===== src/rtl/lfd_pkg.sv =====
// types and constants shared by the link frame delimiter modules
package lfd_pkg;

  // header bytes and frame length rules
  localparam logic [7:0] START_ONE   = 8'h05;
  localparam logic [7:0] START_TWO   = 8'h64;
  localparam logic [7:0] MIN_LENGTH  = 8'd5;
  localparam int         BLOCK_SHIFT = 4;   // 16-byte check blocks
  localparam logic [8:0] HDR_BYTES   = 9'd3;

  // command queue between front and back
  localparam int QDEPTH = 4;
  localparam int QAW    = $clog2(QDEPTH);

  typedef enum logic {
    CMD_BODY   = 1'b0,
    CMD_HEADER = 1'b1
  } lfd_kind_t;

  // header expansion steps in the back part
  typedef enum logic [1:0] {
    STEP_SYNC1  = 2'd0,
    STEP_SYNC2  = 2'd1,
    STEP_LENGTH = 2'd2
  } lfd_step_t;

  typedef struct packed {
    lfd_kind_t  kind;
    logic [7:0] data;   // body byte, or length byte for a header
    logic [8:0] pos;
    logic [8:0] total;
    logic       last;
  } lfd_cmd_t;

endpackage


===== src/rtl/link_frame_delimiter.sv =====
// top level of the link frame delimiter
// Finds link frames in a received byte stream: bytes are grouped in threes
// while hunting, and a group reading 0x05, 0x64 and a length of at least 5
// opens a frame whose total (header, data and two check bytes per started
// 16-byte block) must not exceed MAX_FRAME_BYTES. Every byte of an accepted
// frame comes out with its offset, the frame total and first/last marks;
// check bytes are passed through unchecked. One byte is taken per cycle
// while the four-entry command queue has room; a header emits three output
// transfers from one queue entry, and the output side drains one transfer
// per cycle while out_ready is high, so the queue absorbs the header burst.
// An input transfer is written into a queue entry and then loaded into the
// output register before it appears at the output.
module link_frame_delimiter #(
  parameter int MAX_FRAME_BYTES = 292
) (
  input  logic       clk,
  input  logic       rst_n,
  input  logic       in_valid,
  output logic       in_ready,
  input  logic [7:0] in_rx_byte,
  output logic       out_valid,
  input  logic       out_ready,
  output logic [7:0] out_frame_byte,
  output logic [8:0] out_byte_position,
  output logic [8:0] out_frame_total,
  output logic       out_first_of_frame,
  output logic       out_last_of_frame
);
  import lfd_pkg::*;

  lfd_cmd_t q_wr_data, q_rd_data;
  logic     q_wr, q_rd, q_full, q_empty;

  // classification front end
  lfd_front #(.MAX_FRAME_BYTES(MAX_FRAME_BYTES)) u_front (
    .clk       (clk),
    .rst_n     (rst_n),
    .in_valid  (in_valid),
    .in_ready  (in_ready),
    .in_rx_byte(in_rx_byte),
    .q_full    (q_full),
    .q_wr      (q_wr),
    .q_wr_data (q_wr_data)
  );

  // decoupling queue
  lfd_queue u_queue (
    .clk    (clk),
    .rst_n  (rst_n),
    .wr     (q_wr),
    .wr_data(q_wr_data),
    .full   (q_full),
    .rd     (q_rd),
    .rd_data(q_rd_data),
    .empty  (q_empty)
  );

  // output back end
  lfd_back u_back (
    .clk               (clk),
    .rst_n             (rst_n),
    .q_rd_data         (q_rd_data),
    .q_empty           (q_empty),
    .q_rd              (q_rd),
    .out_valid         (out_valid),
    .out_ready         (out_ready),
    .out_frame_byte    (out_frame_byte),
    .out_byte_position (out_byte_position),
    .out_frame_total   (out_frame_total),
    .out_first_of_frame(out_first_of_frame),
    .out_last_of_frame (out_last_of_frame)
  );

  // first byte of a frame sits at offset zero and carries a legal total
  a_first_pos: assert property (@(posedge clk) disable iff (!rst_n)
    out_valid && out_first_of_frame |->
      out_byte_position == 9'd0 && out_frame_total >= 9'd10)
    else $error("first byte not at offset zero");

  // last byte of a frame sits at total minus one
  a_last_pos: assert property (@(posedge clk) disable iff (!rst_n)
    out_valid && out_last_of_frame |->
      out_byte_position == out_frame_total - 9'd1)
    else $error("last byte offset mismatch");

  // offset zero is always marked first
  a_zero_first: assert property (@(posedge clk) disable iff (!rst_n)
    out_valid && out_byte_position == 9'd0 |-> out_first_of_frame)
    else $error("offset zero not marked first");

  // a completed non-last transfer is followed by the next offset of the same frame
  a_next_pos: assert property (@(posedge clk) disable iff (!rst_n)
    out_valid && out_ready && !out_last_of_frame ##1 out_valid |->
      out_byte_position == $past(out_byte_position) + 9'd1 &&
      out_frame_total == $past(out_frame_total))
    else $error("frame offsets not consecutive");

endmodule


===== src/rtl/lfd_front.sv =====
// front part: hunts for headers, sizes frames and queues byte commands
module lfd_front #(
  parameter int MAX_FRAME_BYTES = 292
) (
  input  logic             clk,
  input  logic             rst_n,
  input  logic             in_valid,
  output logic             in_ready,
  input  logic [7:0]       in_rx_byte,
  input  logic             q_full,
  output logic             q_wr,
  output lfd_pkg::lfd_cmd_t q_wr_data
);
  import lfd_pkg::*;

  logic       collecting_r, collecting_nxt;
  logic [1:0] held_count_r, held_count_nxt;
  logic [7:0] held0_r, held1_r;
  logic [8:0] remaining_r, remaining_nxt;
  logic [8:0] position_r, position_nxt;
  logic [8:0] total_r, total_nxt;

  logic       accept;
  logic [7:0] len_excess;
  logic [8:0] round_up;
  logic [4:0] blocks;
  logic [8:0] hdr_total;
  logic       hdr_ok;
  logic       last_byte;

  assign in_ready = !q_full;
  assign accept   = in_valid && in_ready;

  // frame size from the length byte
  assign len_excess = in_rx_byte - MIN_LENGTH;
  assign round_up   = {1'b0, len_excess} + 9'd15;
  assign blocks     = round_up[8:BLOCK_SHIFT];
  assign hdr_total  = 9'd5 + {1'b0, in_rx_byte} + {3'b000, blocks, 1'b0};
  assign hdr_ok     = (held0_r == START_ONE) && (held1_r == START_TWO) &&
                      (in_rx_byte >= MIN_LENGTH) &&
                      (hdr_total <= 9'(MAX_FRAME_BYTES));
  assign last_byte  = (remaining_r <= 9'd1);

  // classification and command generation
  always_comb begin
    collecting_nxt = collecting_r;
    held_count_nxt = held_count_r;
    remaining_nxt  = remaining_r;
    position_nxt   = position_r;
    total_nxt      = total_r;
    q_wr           = 1'b0;
    q_wr_data      = '{kind: CMD_BODY, data: in_rx_byte, pos: position_r,
                       total: total_r, last: last_byte};
    if (accept) begin
      if (collecting_r) begin
        q_wr = 1'b1;
        if (last_byte) begin
          collecting_nxt = 1'b0;
          held_count_nxt = 2'd0;
          remaining_nxt  = 9'd0;
          position_nxt   = 9'd0;
        end else begin
          remaining_nxt = remaining_r - 9'd1;
          position_nxt  = position_r + 9'd1;
        end
      end else if (held_count_r < 2'd2) begin
        held_count_nxt = held_count_r + 2'd1;
      end else begin
        held_count_nxt = 2'd0;
        if (hdr_ok) begin
          q_wr           = 1'b1;
          q_wr_data      = '{kind: CMD_HEADER, data: in_rx_byte, pos: 9'd0,
                             total: hdr_total, last: 1'b0};
          collecting_nxt = 1'b1;
          total_nxt      = hdr_total;
          position_nxt   = HDR_BYTES;
          remaining_nxt  = hdr_total - HDR_BYTES;
        end
      end
    end
  end

  // control state
  always_ff @(posedge clk) begin
    if (!rst_n) begin
      collecting_r <= 1'b0;
      held_count_r <= 2'd0;
      remaining_r  <= 9'd0;
      position_r   <= 9'd0;
      total_r      <= 9'd0;
    end else begin
      collecting_r <= collecting_nxt;
      held_count_r <= held_count_nxt;
      remaining_r  <= remaining_nxt;
      position_r   <= position_nxt;
      total_r      <= total_nxt;
    end
  end

  // held header bytes
  always_ff @(posedge clk) begin
    if (accept && !collecting_r && held_count_r == 2'd0) held0_r <= in_rx_byte;
    if (accept && !collecting_r && held_count_r == 2'd1) held1_r <= in_rx_byte;
  end

endmodule


===== src/rtl/lfd_queue.sv =====
// short command queue between front and back
module lfd_queue (
  input  logic              clk,
  input  logic              rst_n,
  input  logic              wr,
  input  lfd_pkg::lfd_cmd_t wr_data,
  output logic              full,
  input  logic              rd,
  output lfd_pkg::lfd_cmd_t rd_data,
  output logic              empty
);
  import lfd_pkg::*;

  lfd_cmd_t       slot_r [QDEPTH];
  logic [QAW-1:0] wptr_r, wptr_nxt;
  logic [QAW-1:0] rptr_r, rptr_nxt;
  logic [QAW:0]   count_r, count_nxt;

  assign full    = (count_r == (QAW+1)'(QDEPTH));
  assign empty   = (count_r == '0);
  assign rd_data = slot_r[rptr_r];

  // pointer and fill count update
  always_comb begin
    wptr_nxt  = wr ? wptr_r + 1'b1 : wptr_r;
    rptr_nxt  = rd ? rptr_r + 1'b1 : rptr_r;
    count_nxt = count_r;
    if (wr && !rd) count_nxt = count_r + 1'b1;
    else if (rd && !wr) count_nxt = count_r - 1'b1;
  end

  always_ff @(posedge clk) begin
    if (!rst_n) begin
      wptr_r  <= '0;
      rptr_r  <= '0;
      count_r <= '0;
    end else begin
      wptr_r  <= wptr_nxt;
      rptr_r  <= rptr_nxt;
      count_r <= count_nxt;
    end
  end

  // entry storage
  always_ff @(posedge clk) begin
    if (wr) slot_r[wptr_r] <= wr_data;
  end

endmodule


===== src/rtl/lfd_back.sv =====
// back part: expands queued commands into output byte transfers
module lfd_back (
  input  logic              clk,
  input  logic              rst_n,
  input  lfd_pkg::lfd_cmd_t q_rd_data,
  input  logic              q_empty,
  output logic              q_rd,
  output logic              out_valid,
  input  logic              out_ready,
  output logic [7:0]        out_frame_byte,
  output logic [8:0]        out_byte_position,
  output logic [8:0]        out_frame_total,
  output logic              out_first_of_frame,
  output logic              out_last_of_frame
);
  import lfd_pkg::*;

  logic      valid_r, valid_nxt;
  lfd_step_t step_r, step_nxt;
  logic      load;
  logic [7:0] byte_nxt;
  logic [8:0] pos_nxt;
  logic       first_nxt;
  logic [7:0] byte_r;
  logic [8:0] pos_r, total_r;
  logic       first_r, last_r;

  assign load = !q_empty && (!valid_r || out_ready);

  // header step sequencing and queue pop
  always_comb begin
    step_nxt = step_r;
    q_rd     = 1'b0;
    if (load) begin
      if (q_rd_data.kind == CMD_BODY) begin
        q_rd = 1'b1;
      end else begin
        case (step_r)
          STEP_SYNC1: step_nxt = STEP_SYNC2;
          STEP_SYNC2: step_nxt = STEP_LENGTH;
          default: begin
            step_nxt = STEP_SYNC1;
            q_rd     = 1'b1;
          end
        endcase
      end
    end
    valid_nxt = load ? 1'b1 : (out_ready ? 1'b0 : valid_r);
  end

  // output item selection
  always_comb begin
    byte_nxt  = q_rd_data.data;
    pos_nxt   = q_rd_data.pos;
    first_nxt = 1'b0;
    if (q_rd_data.kind == CMD_HEADER) begin
      case (step_r)
        STEP_SYNC1: begin
          byte_nxt  = START_ONE;
          pos_nxt   = 9'd0;
          first_nxt = 1'b1;
        end
        STEP_SYNC2: begin
          byte_nxt = START_TWO;
          pos_nxt  = 9'd1;
        end
        default: begin
          byte_nxt = q_rd_data.data;
          pos_nxt  = 9'd2;
        end
      endcase
    end
  end

  always_ff @(posedge clk) begin
    if (!rst_n) begin
      valid_r <= 1'b0;
      step_r  <= STEP_SYNC1;
    end else begin
      valid_r <= valid_nxt;
      step_r  <= step_nxt;
    end
  end

  // output register payload
  always_ff @(posedge clk) begin
    if (load) begin
      byte_r  <= byte_nxt;
      pos_r   <= pos_nxt;
      total_r <= q_rd_data.total;
      first_r <= first_nxt;
      last_r  <= q_rd_data.last;
    end
  end

  assign out_valid          = valid_r;
  assign out_frame_byte     = byte_r;
  assign out_byte_position  = pos_r;
  assign out_frame_total    = total_r;
  assign out_first_of_frame = first_r;
  assign out_last_of_frame  = last_r;

endmodule


===== config.mk =====
export PLATFORM = sky130hd
export DESIGN_NAME = link_frame_delimiter
export DESIGN_NICKNAME = d
export VERILOG_FILES = /design/src/rtl/lfd_pkg.sv /design/src/rtl/link_frame_delimiter.sv /design/src/rtl/lfd_front.sv /design/src/rtl/lfd_queue.sv /design/src/rtl/lfd_back.sv
export SDC_FILE = /design/constraint.sdc
export NUM_CORES = 1
export LEC_CHECK = 0
export ABC_AREA = 1
export ABC_CLOCK_PERIOD_IN_PS = 5400
export BUFFER_PORTS_ARGS = -buffer_cell sky130_fd_sc_hd__buf_2
export CORE_MARGIN = 4
export CORE_UTILIZATION = 55
export CTS_CLUSTER_SIZE = 10
export DETAILED_ROUTE_END_ITERATION = 8
export MAX_ROUTING_LAYER = met4
export PLACE_DENSITY = 0.72
export SLEW_MARGIN = 10
export SYNTH_ARGS = -nofsm -noshare
export SYNTH_HDL_FRONTEND = slang
export SYNTH_SLANG_ARGS = --single-unit

===== constraint.sdc =====
create_clock -name clk -period 5.4 [get_ports clk]
set_input_delay 0.54 -clock clk [delete_from_list [all_inputs] [get_ports clk]]
set_output_delay 0.54 -clock clk [all_outputs]
set_load 0.02 [all_outputs]

==> qor.yml, run 1 <==
status: "finished, final reports clean"
antennaDiodeCount: 0
cts_buffers: 17
drive_gt1_share_pct: 11.91
dp_hpwl_um: 11440
hold_viol: 0
core_um2: 15430
netlist_area_um2: 8783
clkPwrFrac_pct: 34.0
area_growth_pct: 12.58
critPathArrivalTime_ns: 4.82
rsz0062_at_grt: "no"
rows: 45
pwr-share-comb_pct: 20.1
holdWs_ns: 0.4349
fin_crit_ns: 4.460
cpMaxStageDelayCell: "fa_1"
cp-end-kind: "register"
path_class: "in2reg"
fin_tns_setup_ns: 0
max_slew_margin_pct: 23.27
fin_crit_sh_pct: 82.59
die_y_um: 134.4
ant_nets: 0
path_clk_slew_ns: 0.07
timing.final.ws_setup_ns: 0.9401
initial_core_util_pct: 56.93
post-place-ws_ns: 0.5219
cts_setup_buffers: 0
cts_root_buf: "clkbuf_16"
postCtsHoldBufs: 0
track_usage_pct: 20.70
synth_area_per_cell_um2: 10.33
leakage_uw: 0.004053
gp_congestion: 0.9464
ios: 42
vias: 5950
htreeDepth: 4
yosysMostFrequentCell: "edfxtp_1"
synth-edff-count: 156
synth_area_leaders: "edfxtp_1 (53%), dfxtp_1 (9.6%), nand2_1 (6.5%), nor2_1 (4.7%), o21ai_0 (3.6%)"
finalSetupViolCount: 0
dieArea_um2: 18060
drv_cap: 0
yosys.area.top_type: "edfxtp_1"
clk_latency_ns: 0.43
ys.flop_type: "edfxtp_1"
postCtsResizedCells: 0
clockBufferDepth: 2
cts_tree: "built"
firstDrtPassIters: 5
final_nets: 932
skew_ns: 0.009913
grt_antenna_before_repair: 0
seq_area_frac_synth_pct: 62.91
via_per_inst: 5.322
synth_nets: 888
grt_max_degree: 55
start_kind: "input port"
yosysTopAreaCellShare_pct: 53.33
overflow: 0
cp_max_fo: 13
drtIter0Drc: 498
clock_sinks: 198
synth.distinct_cells: 40
sw_frac_of_total_pct: 28.50
grt_pass1_wl_um: 28310
slew_viol_final: 0
route.detailed.drc: 0
ys_warn_count: 0
power_uw: 3958
synthArstFlopShare_pct: 0
switching_power_uw: 1128
pwr-share-seq_pct: 45.8
min_path_type: "in2reg"
synth_common_cells: "edfxtp_1 (156), nand2_1 (152), nor2_1 (109)"
p_int_uw: 2830
wirelength_um: 17360
die_w_um: 134.4
power_density_nw_per_um2: 400.3
cp_slowest_stage_delay_ns: 0.52
fmax_mhz: 224.2
ir_worst_vdd_uv: 264.6
grt_pass1_vias: 5567
n_fill_cell: 1256
ys_seq_elements: 198
worstPathRequired_ns: 5.76
synthCells: 850
wl_per_cell_um: 15.52
portBuffers: 41
worst_pin_slew_ns: 1.142
final_util_pct: 64.10
-- area by class of cell --
cell class	count	area [um^2]	area share [%]
clock buffers	18	429.2	4.340
clock inverters	14	205.2	2.075
inverters	90	337.8	3.416
multi-input cells	532	2804	28.36
flip-flops and latches	198	5525	55.88
well taps	211	264.0	2.670
repair buffers	55	322.8	3.265
-- layout by cell type (no fill, tap or decap), types with 10 or more instances in the layout --
cell,count
a21oi_1,34
buf_2,41
buf_4,13
clkbuf_16,17
dfxtp_1,42
edfxtp_1,156
ha_1,24
inv_1,82
nand2_1,152
nand3_1,42
nor2_1,105
nor2_2,10
nor3_1,13
o21ai_0,63
o22ai_1,25
xor2_1,17
-- per-layer routing --
metal  track usage (%)  part of all wire [%]
met5                 -                     0
met4             7.240                   2.1
met2             32.26                    47
met1             27.41                    46
met3             4.051                   4.7
-- flip-flops by register name (all words and copies together), names as in the netlist, 3 cells and up, named ones only --
signal,flops
u_front.held1_r,8
u_queue.count_r,3
u_front.total_r,9
u_front.position_r,9
u_queue.slot_r,112
u_front.held0_r,8
u_front.remaining_r,9
u_back.out_byte_position,9
u_back.out_frame_byte,8
u_back.out_frame_total,9
-- critical path: cells and delay by family --
family                     cells  cell delay [ns]
AOI/OAI and AO/OA              3             0.42
buffers and inverters          6             0.72
xor gates and xnor gates       2             0.33
adders and majority gates      6             1.85
and+or+nand+nor               12             0.97
-- logic make-up (layout without fill, tap and decap cells) --
| group | after synthesis | count (layout) | share of synthesized area [%] |
|---|---|---|---|
| simple gates | 347 | 347 | 16.89 |
| flops | 198 | 198 | 62.91 |
| compound gates | 135 | 135 | 8.476 |
| buf+inv | 120 | 177 | 5.456 |
| fa+ha+maj | 26 | 26 | 3.875 |
| xor+xnor | 24 | 24 | 2.393 |
-- stage by stage --
step | cells | instance area (um^2)
after global routing | 1118 | 9888
after CTS | 1118 | 9888
after floorplan | 850 | 8783
after detailed placement | 1086 | 9254
final | 1118 | 9888
after global placement | 1086 | 9254
-- power groups by stage --
stage                     combinational [uW]  sequential (uW)  clock (uW)
after CTS                                801             1820        1360
after detailed placement                 799             1850           0
after global placement                   784             1850           0
final                                    797             1810        1350
after global routing                     900             1820        1440
after floorplan                          502             1910           0
-- worst paths after layout --
| path | from | end | slack, ns | cells past startpoint |
|---|---|---|---|---|
| setup / recovery | in_rx_byte[0] | u_queue.count_r[2]$_SDFFE_PN0P_ | 0.94 | 29 |
| hold / removal | in_rx_byte[1] | u_front.held0_r[1]$_DFFE_PP_ | 0.43 | 1 |
| setup reg to reg | register | u_queue.count_r[1]$_SDFFE_PN0P_ | 2.34 | 12 |
| hold reg to reg | u_queue.rptr_r[1]$_SDFFE_PN0P_ | register | 0.47 | 2 |
Note: power is estimated with default switching activity, not from simulation.
==> inputs of run 2 (changes only) <==
--- a/config.mk
+++ b/config.mk
@@ -6,7 +6,7 @@
 export NUM_CORES = 1
 export LEC_CHECK = 0
 export ABC_AREA = 1
-export ABC_CLOCK_PERIOD_IN_PS = 5400
+export ABC_CLOCK_PERIOD_IN_PS = 4500
 export BUFFER_PORTS_ARGS = -buffer_cell sky130_fd_sc_hd__buf_2
 export CORE_MARGIN = 4
 export CORE_UTILIZATION = 55
==> constraint.sdc (replaced) <==
create_clock -name clk -period 4.5 [get_ports clk]
set_input_delay 0.45 -clock clk [delete_from_list [all_inputs] [get_ports clk]]
set_output_delay 0.45 -clock clk [all_outputs]
set_load 0.02 [all_outputs]
==> qor.yml, run 2 (synthesis gave the netlist of run 1 again) <==
firstDrtPassIters: 4  # -1
hold_viol: 0  # unchanged
cts_buffers: 17  # unchanged
timing.final.ws_setup_ns: 0.5274  # -0.4127 ns
die_y_um: 134.4  # unchanged
portBuffers: 41  # unchanged
ir_worst_vdd_uv: 350.3  # +32%
dp_hpwl_um: 11380  # -0.52%
htreeDepth: 4  # unchanged
final_cell_mix: "edfxtp_1 (156), nand2_1 (152), nor2_1 (105), inv_1 (82), o21ai_0 (63)"
initial_core_util_pct: 56.93  # unchanged
dieArea_um2: 18060  # unchanged
clock_sinks: 198  # unchanged
max_slew_margin_pct: 53.32  # +30 points
top_register: "u_queue.slot_r"
wirelength_um: 17600  # +1.4%
cts_tree: "built"
hp-start: "in_rx_byte[7]"
clk_latency_ns: 0.43  # about the same
path_class: "in2reg"
area_growth_pct: 13.63
rows: 45  # unchanged
slew_viol_final: 0  # unchanged
status: "finished, final reports clean"
grt_pass1_vias: 5699  # +2.4%
cpMaxStageDelayCell: "ha_1"
design_area_um2: 9981  # +0.94%
start_kind: "input port"
antennaDiodeCount: 0  # unchanged
drv_cap: 0  # unchanged
vias: 6010  # +1.0%
route.detailed.drc: 0  # unchanged
fin_crit_ns: 3.973
cp-startpoint: "in_rx_byte[1]"
grt_max_degree: 53  # -3.6%
cp_common_cell: "ha_1"
largest_reg_flops: 112  # unchanged
drive_gt1_share_pct: 12.94  # +1.0 points
post-place-ws_ns: 0.09495  # -0.4270 ns
power_density_nw_per_um2: 478.7  # +20%
grt_pass1_wl_um: 28490  # +0.64%
postCtsResizedCells: 0  # unchanged
die_w_um: 134.4  # unchanged
ios: 42  # unchanged
core_um2: 15430  # unchanged
final_nets: 939  # +0.75%
postCtsHoldBufs: 0  # unchanged
cts_setup_buffers: 0  # unchanged
fin_crit_sh_pct: 88.28
layout_commonest_cell: "edfxtp_1"
via_per_inst: 5.352  # +0.56%
skew_ns: 0.007585  # -0.002328 ns
met3WireLength_um: 942  # +15%
min_path_type: "in2reg"
gp_congestion: 0.9738  # +2.9%
track_usage_pct: 20.93  # +0.23 points
rsz0062_at_grt: "no"
grt_antenna_before_repair: 0  # unchanged
drtIter0Drc: 464  # -6.8%
wl_per_cell_um: 15.67  # +0.95%
overflow: 0  # unchanged
finalSetupViolCount: 0  # unchanged
path_clk_slew_ns: 0.07  # about the same
placed_cell_area_um2: 9344  # +0.97%
holdWs_ns: 0.3402  # -0.09471 ns
final_util_pct: 64.70  # +0.60 points
ant_nets: 0  # unchanged
leakage_uw: 0.004094  # +1.0%
worstPathRequired_ns: 4.86  # -0.90 ns
critPathArrivalTime_ns: 4.33  # -0.49 ns
met1Wirelength_um: 7976  # -0.51%
clockBufferDepth: 2  # unchanged
worst_pin_slew_ns: 0.6964  # -0.4458 ns
wl_met2_um: 8295  # +1.8%
cp_slowest_stage_delay_ns: 0.40  # -0.12 ns
cp_max_fo: 6  # -7
fmax_mhz: 251.7
topRoutingLayerUsed: "met4"
cts_root_buf: "clkbuf_16"
cp-end-kind: "register"
-- run 2: cell count changes in the layout (fill, tap and decap cells not counted), sizes merged --
cell      previous run  this run
buf                 55        62
clkinvlp             1         2
clkinv               9         5
clkbuf              18        19
-- run 2: worst paths after layout --
check	to	slack (ns)	cells after the start
hold reg to reg	u_back.step_r[1]$_SDFFE_PN0P_	0.47	2
hold / removal	u_queue.slot_r[0][26]$_DFFE_PP_	0.34	1
setup reg to reg	u_queue.count_r[2]$_SDFFE_PN0P_	1.69	15
setup / recovery	u_queue.count_r[2]$_SDFFE_PN0P_	0.53	31
-- run 2: worst max-delay path, delay by kind of cell --
| kind | cells | cell delay [ns] |
|---|---|---|
| AO/OA/AOI/OAI | 4 | 0.55 |
| adder cells (fa/ha/maj) | 5 | 1.42 |
| buffers and inverters | 6 | 0.47 |
| AND/OR/NAND/NOR | 14 | 1.20 |
| XOR/XNOR | 2 | 0.25 |
-- run 2: metrics by stage --
| stage | total power (uW) | TNS, ns | std cells |
|---|---|---|---|
| finish | 4777 | 0 | 1123 |
| global route | 5002 | 0 | 1123 |
| CTS | 4798 | 0 | 1123 |
| detailed placement | 3185 | 0 | 1093 |
| global placement | 3171 | 0 | 1093 |
| floorplan | 2901 | -43.37 | 850 |
-- run 2: final cells by class --
type	count	area (um^2)
clock buffer	19	432.9
sequential	198	5525
multi-input combinational	532	2809
fill	1257	5446
clock inverter	11	198.9
tap	211	264.0
inverter	90	337.8
timing repair buffer	62	412.9
-- run 2: report_power, final --
| group | total, uW | switching (uW) | internal [uW] | leakage (uW) |
|---|---|---|---|---|
| Clock | 1630 | 645 | 986 | 0.000301 |
| Sequential | 2170 | 33.9 | 2130 | 0.00181 |
| Combinational | 982 | 689 | 293 | 0.00198 |
| Total | 4780 | 1370 | 3410 | 0.00409 |
-- run 2: layer usage --
metal / track usage (%) / vias up
met4: 8.597 / 0
li1: - / 2986
met2: 32.23 / 179
met1: 27.41 / 2815
met5: - / -
met3: 4.201 / 30
==> inputs of run 3 (changes only) <==
--- a/config.mk
+++ b/config.mk
@@ -17,4 +17,5 @@
 export SLEW_MARGIN = 10
 export SYNTH_ARGS = -nofsm -noshare
 export SYNTH_HDL_FRONTEND = slang
+export SYNTH_HIERARCHICAL = 1
 export SYNTH_SLANG_ARGS = --single-unit
==> qor.yml, run 3 <==
min_path_type: "in2reg"
initial_core_util_pct: 56.52  # -0.41 points
worstPathRequired_ns: 4.83  # -0.03 ns
die_w_um: 136  # +1.2%
ys.flop_type: "edfxtp_1"
rsz0062_at_grt: "no"
postCtsHoldBufs: 0  # unchanged
critPathArrivalTime_ns: 4.38  # +0.05 ns
gp_congestion: 0.8890  # -8.7%
layout_commonest_cell: "edfxtp_1"
grt_max_degree: 57  # +7.5%
hp-start: "in_rx_byte[1]"
synth-edff-count: 156  # unchanged
core_um2: 15940  # +3.3%
cts_setup_buffers: 0  # unchanged
synth_nets: 920  # +3.6%
via_per_inst: 5.176  # -3.3%
largest_reg_flops: 112  # unchanged
cp_top_family: "adder cells"
wirelength_um: 16910  # -3.9%
cts_root_buf: "clkbuf_16"
final_cell_mix: "edfxtp_1 (156), nor2_1 (137), inv_1 (120), nand2_1 (106), o21ai_0 (66)"
route.detailed.drc: 0  # unchanged
htreeDepth: 4  # unchanged
clockBufferDepth: 2  # unchanged
ios: 42  # unchanged
final_util_pct: 62.70  # -2.0 points
yosys.area.top_type: "edfxtp_1"
fin_tns_setup_ns: 0  # unchanged
synth_area_per_cell_um2: 10.22  # -1.1%
cts_tree: "built"
fin_crit_sh_pct: 90.01  # +1.7 points
synth_area_leaders: "edfxtp_1 (52%), dfxtp_1 (9.3%), nor2_1 (5.7%), inv_1 (5.0%), nand2_1 (4.4%)"
path_depth: 29  # -6.5%
final_nets: 959  # +2.1%
n_fill_cell: 1248  # -0.72%
slew_viol_final: 0  # unchanged
seq_area_frac_synth_pct: 61.32  # -1.6 points
grt_antenna_before_repair: 0  # unchanged
grt_pass1_wl_um: 27210  # -4.5%
vias: 5952  # -0.97%
dieArea_um2: 18500  # +2.4%
leakage_uw: 0.004155  # +1.5%
ys_seq_elements: 198  # unchanged
area_growth_pct: 10.93
ant_nets: 0  # unchanged
yosysTopAreaCellShare_pct: 51.99  # -1.3 points
rr_endpoint: "u_queue/count_r[2]$_SDFFE_PN0P_"
finalSetupViolCount: 0  # unchanged
cp_common_cell: "inv_1"
worst_pin_slew_ns: 0.9532  # +0.2568 ns
synth.distinct_cells: 37  # -7.5%
portBuffers: 41  # unchanged
overflow: 0  # unchanged
cp_max_fo: 9  # +3
die_y_um: 136  # +1.2%
timing.final.ws_setup_ns: 0.4494  # -0.07801 ns
min_to: "u_front/held1_r[1]$_DFFE_PP_"
clk_latency_ns: 0.43  # about the same
yosysMostFrequentCell: "edfxtp_1"
grt_pass1_vias: 5395  # -5.3%
fin_crit_ns: 4.051  # +0.07801 ns
max_slew_margin_pct: 35.97  # -17 points
post-place-ws_ns: 0.02083  # -0.07412 ns
status: "finished, final reports clean"
drive_gt1_share_pct: 11.99  # -0.95 points
r2r_setup_slack_ns: 1.49  # -0.20 ns
drv_cap: 0  # unchanged
cts_buffers: 17  # unchanged
synth_common_cells: "edfxtp_1 (156), nor2_1 (137), inv_1 (120)"
skew_ns: 0.01221  # +0.004622 ns
track_usage_pct: 19.92  # -1.0 points
path_class: "in2reg"
power_density_nw_per_um2: 403.6  # -16%
drtIter0Drc: 379  # -18%
wl_per_cell_um: 14.71  # -6.2%
netlist_area_um2: 9011  # +2.6%
cpMaxStageDelayCell: "fa_1"
ir_worst_vdd_uv: 288.7  # -18%
hold_viol: 0  # unchanged
top_register: "u_queue/slot_r"
postCtsResizedCells: 0  # unchanged
cp_slowest_stage_delay_ns: 0.48  # +0.08 ns
synthCells: 882  # +3.8%
cp.buffers_inverters: 7  # +1
path_clk_slew_ns: 0.08  # about the same
ys_warn_count: 6  # +6
firstDrtPassIters: 5  # +1
min_path_cells: 1  # unchanged
synthArstFlopShare_pct: 0  # unchanged
rows: 46  # +2.2%
antennaDiodeCount: 0  # unchanged
start_kind: "input port"
cp-end-kind: "register"
fmax_mhz: 246.9  # -1.9%
worstRegToRegCells: 17  # +2
dp_hpwl_um: 10840  # -4.8%
clock_sinks: 198  # unchanged
## run 3: how the worst max path moves through the flow
| stage | startpoint | to | slack (ns) |
|---|---|---|---|
| 2_1_floorplan | in_rx_byte[0] | u_queue/slot_r[0][0]$_DFFE_PP_ | 0.26 |
| 3_3_place_gp | in_rx_byte[1] | u_queue/count_r[2]$_SDFFE_PN0P_ | 0.11 |
| 3_5_place_dp | in_rx_byte[1] | u_queue/count_r[2]$_SDFFE_PN0P_ | 0.02 |
| 4_1_cts | in_rx_byte[1] | u_queue/count_r[2]$_SDFFE_PN0P_ | 0.48 |
| 5_1_grt | in_rx_byte[1] | u_queue/count_r[2]$_SDFFE_PN0P_ | 0.06 |
| 6_report | in_rx_byte[1] | u_queue/count_r[2]$_SDFFE_PN0P_ | 0.45 |
## run 3: through the flow
stage	hold slack [ns]	instances	power, uW	area, um^2
global route	0.3199	1150	4222	9996
floorplan	0.4115	882	2472	9011
detailed placement	0.4333	1118	2597	9407
global placement	0.4278	1118	2586	9407
finish	0.3223	1150	4034	9996
CTS	0.3034	1150	4067	9996
## run 3: worst reg2reg max path: cells and delay by family (launching register included)
family	cells	cell delay, ns
DFF	1	0.35
adders and majority gates	2	0.53
buffers and inverters	7	1.16
AOI/OAI and AO/OA	2	0.39
and+or+nand+nor	6	0.48
## run 3: cells by family after synthesis
family | after synthesis | share of synthesized area, %
buf+inv | 161 | 7.900
flops | 198 | 61.32
simple gates | 330 | 16.06
fa+ha+maj | 26 | 3.777
xor+xnor | 24 | 2.333
compound gates | 143 | 8.609
## run 3: final cells by class
| type | count | area (um^2) | area share [%] |
|---|---|---|---|
| sequential | 198 | 5525 | 55.28 |
| multi-input combinational | 523 | 2774 | 27.75 |
| inverter | 125 | 469.2 | 4.694 |
| clock buffer | 19 | 452.9 | 4.531 |
| timing repair buffer | 56 | 367.9 | 3.680 |
| tap | 216 | 270.3 | 2.704 |
| clock inverter | 13 | 136.4 | 1.364 |
## run 3: layer usage
metal / vias up / part of all wire, % / track usage [%]
met1: 2775 / 46 / 26.24
met2: 121 / 48 / 31.07
li1: 3033 / - / -
met5: - / 0 / -
met4: 0 / 1.9 / 7.783
met3: 23 / 4.1 / 3.516
## run 3: power breakdown
part	total [uW]	switching [uW]	internal, uW
logic	524	356	168
clock network	1480	668	812
registers	2030	15.5	2010
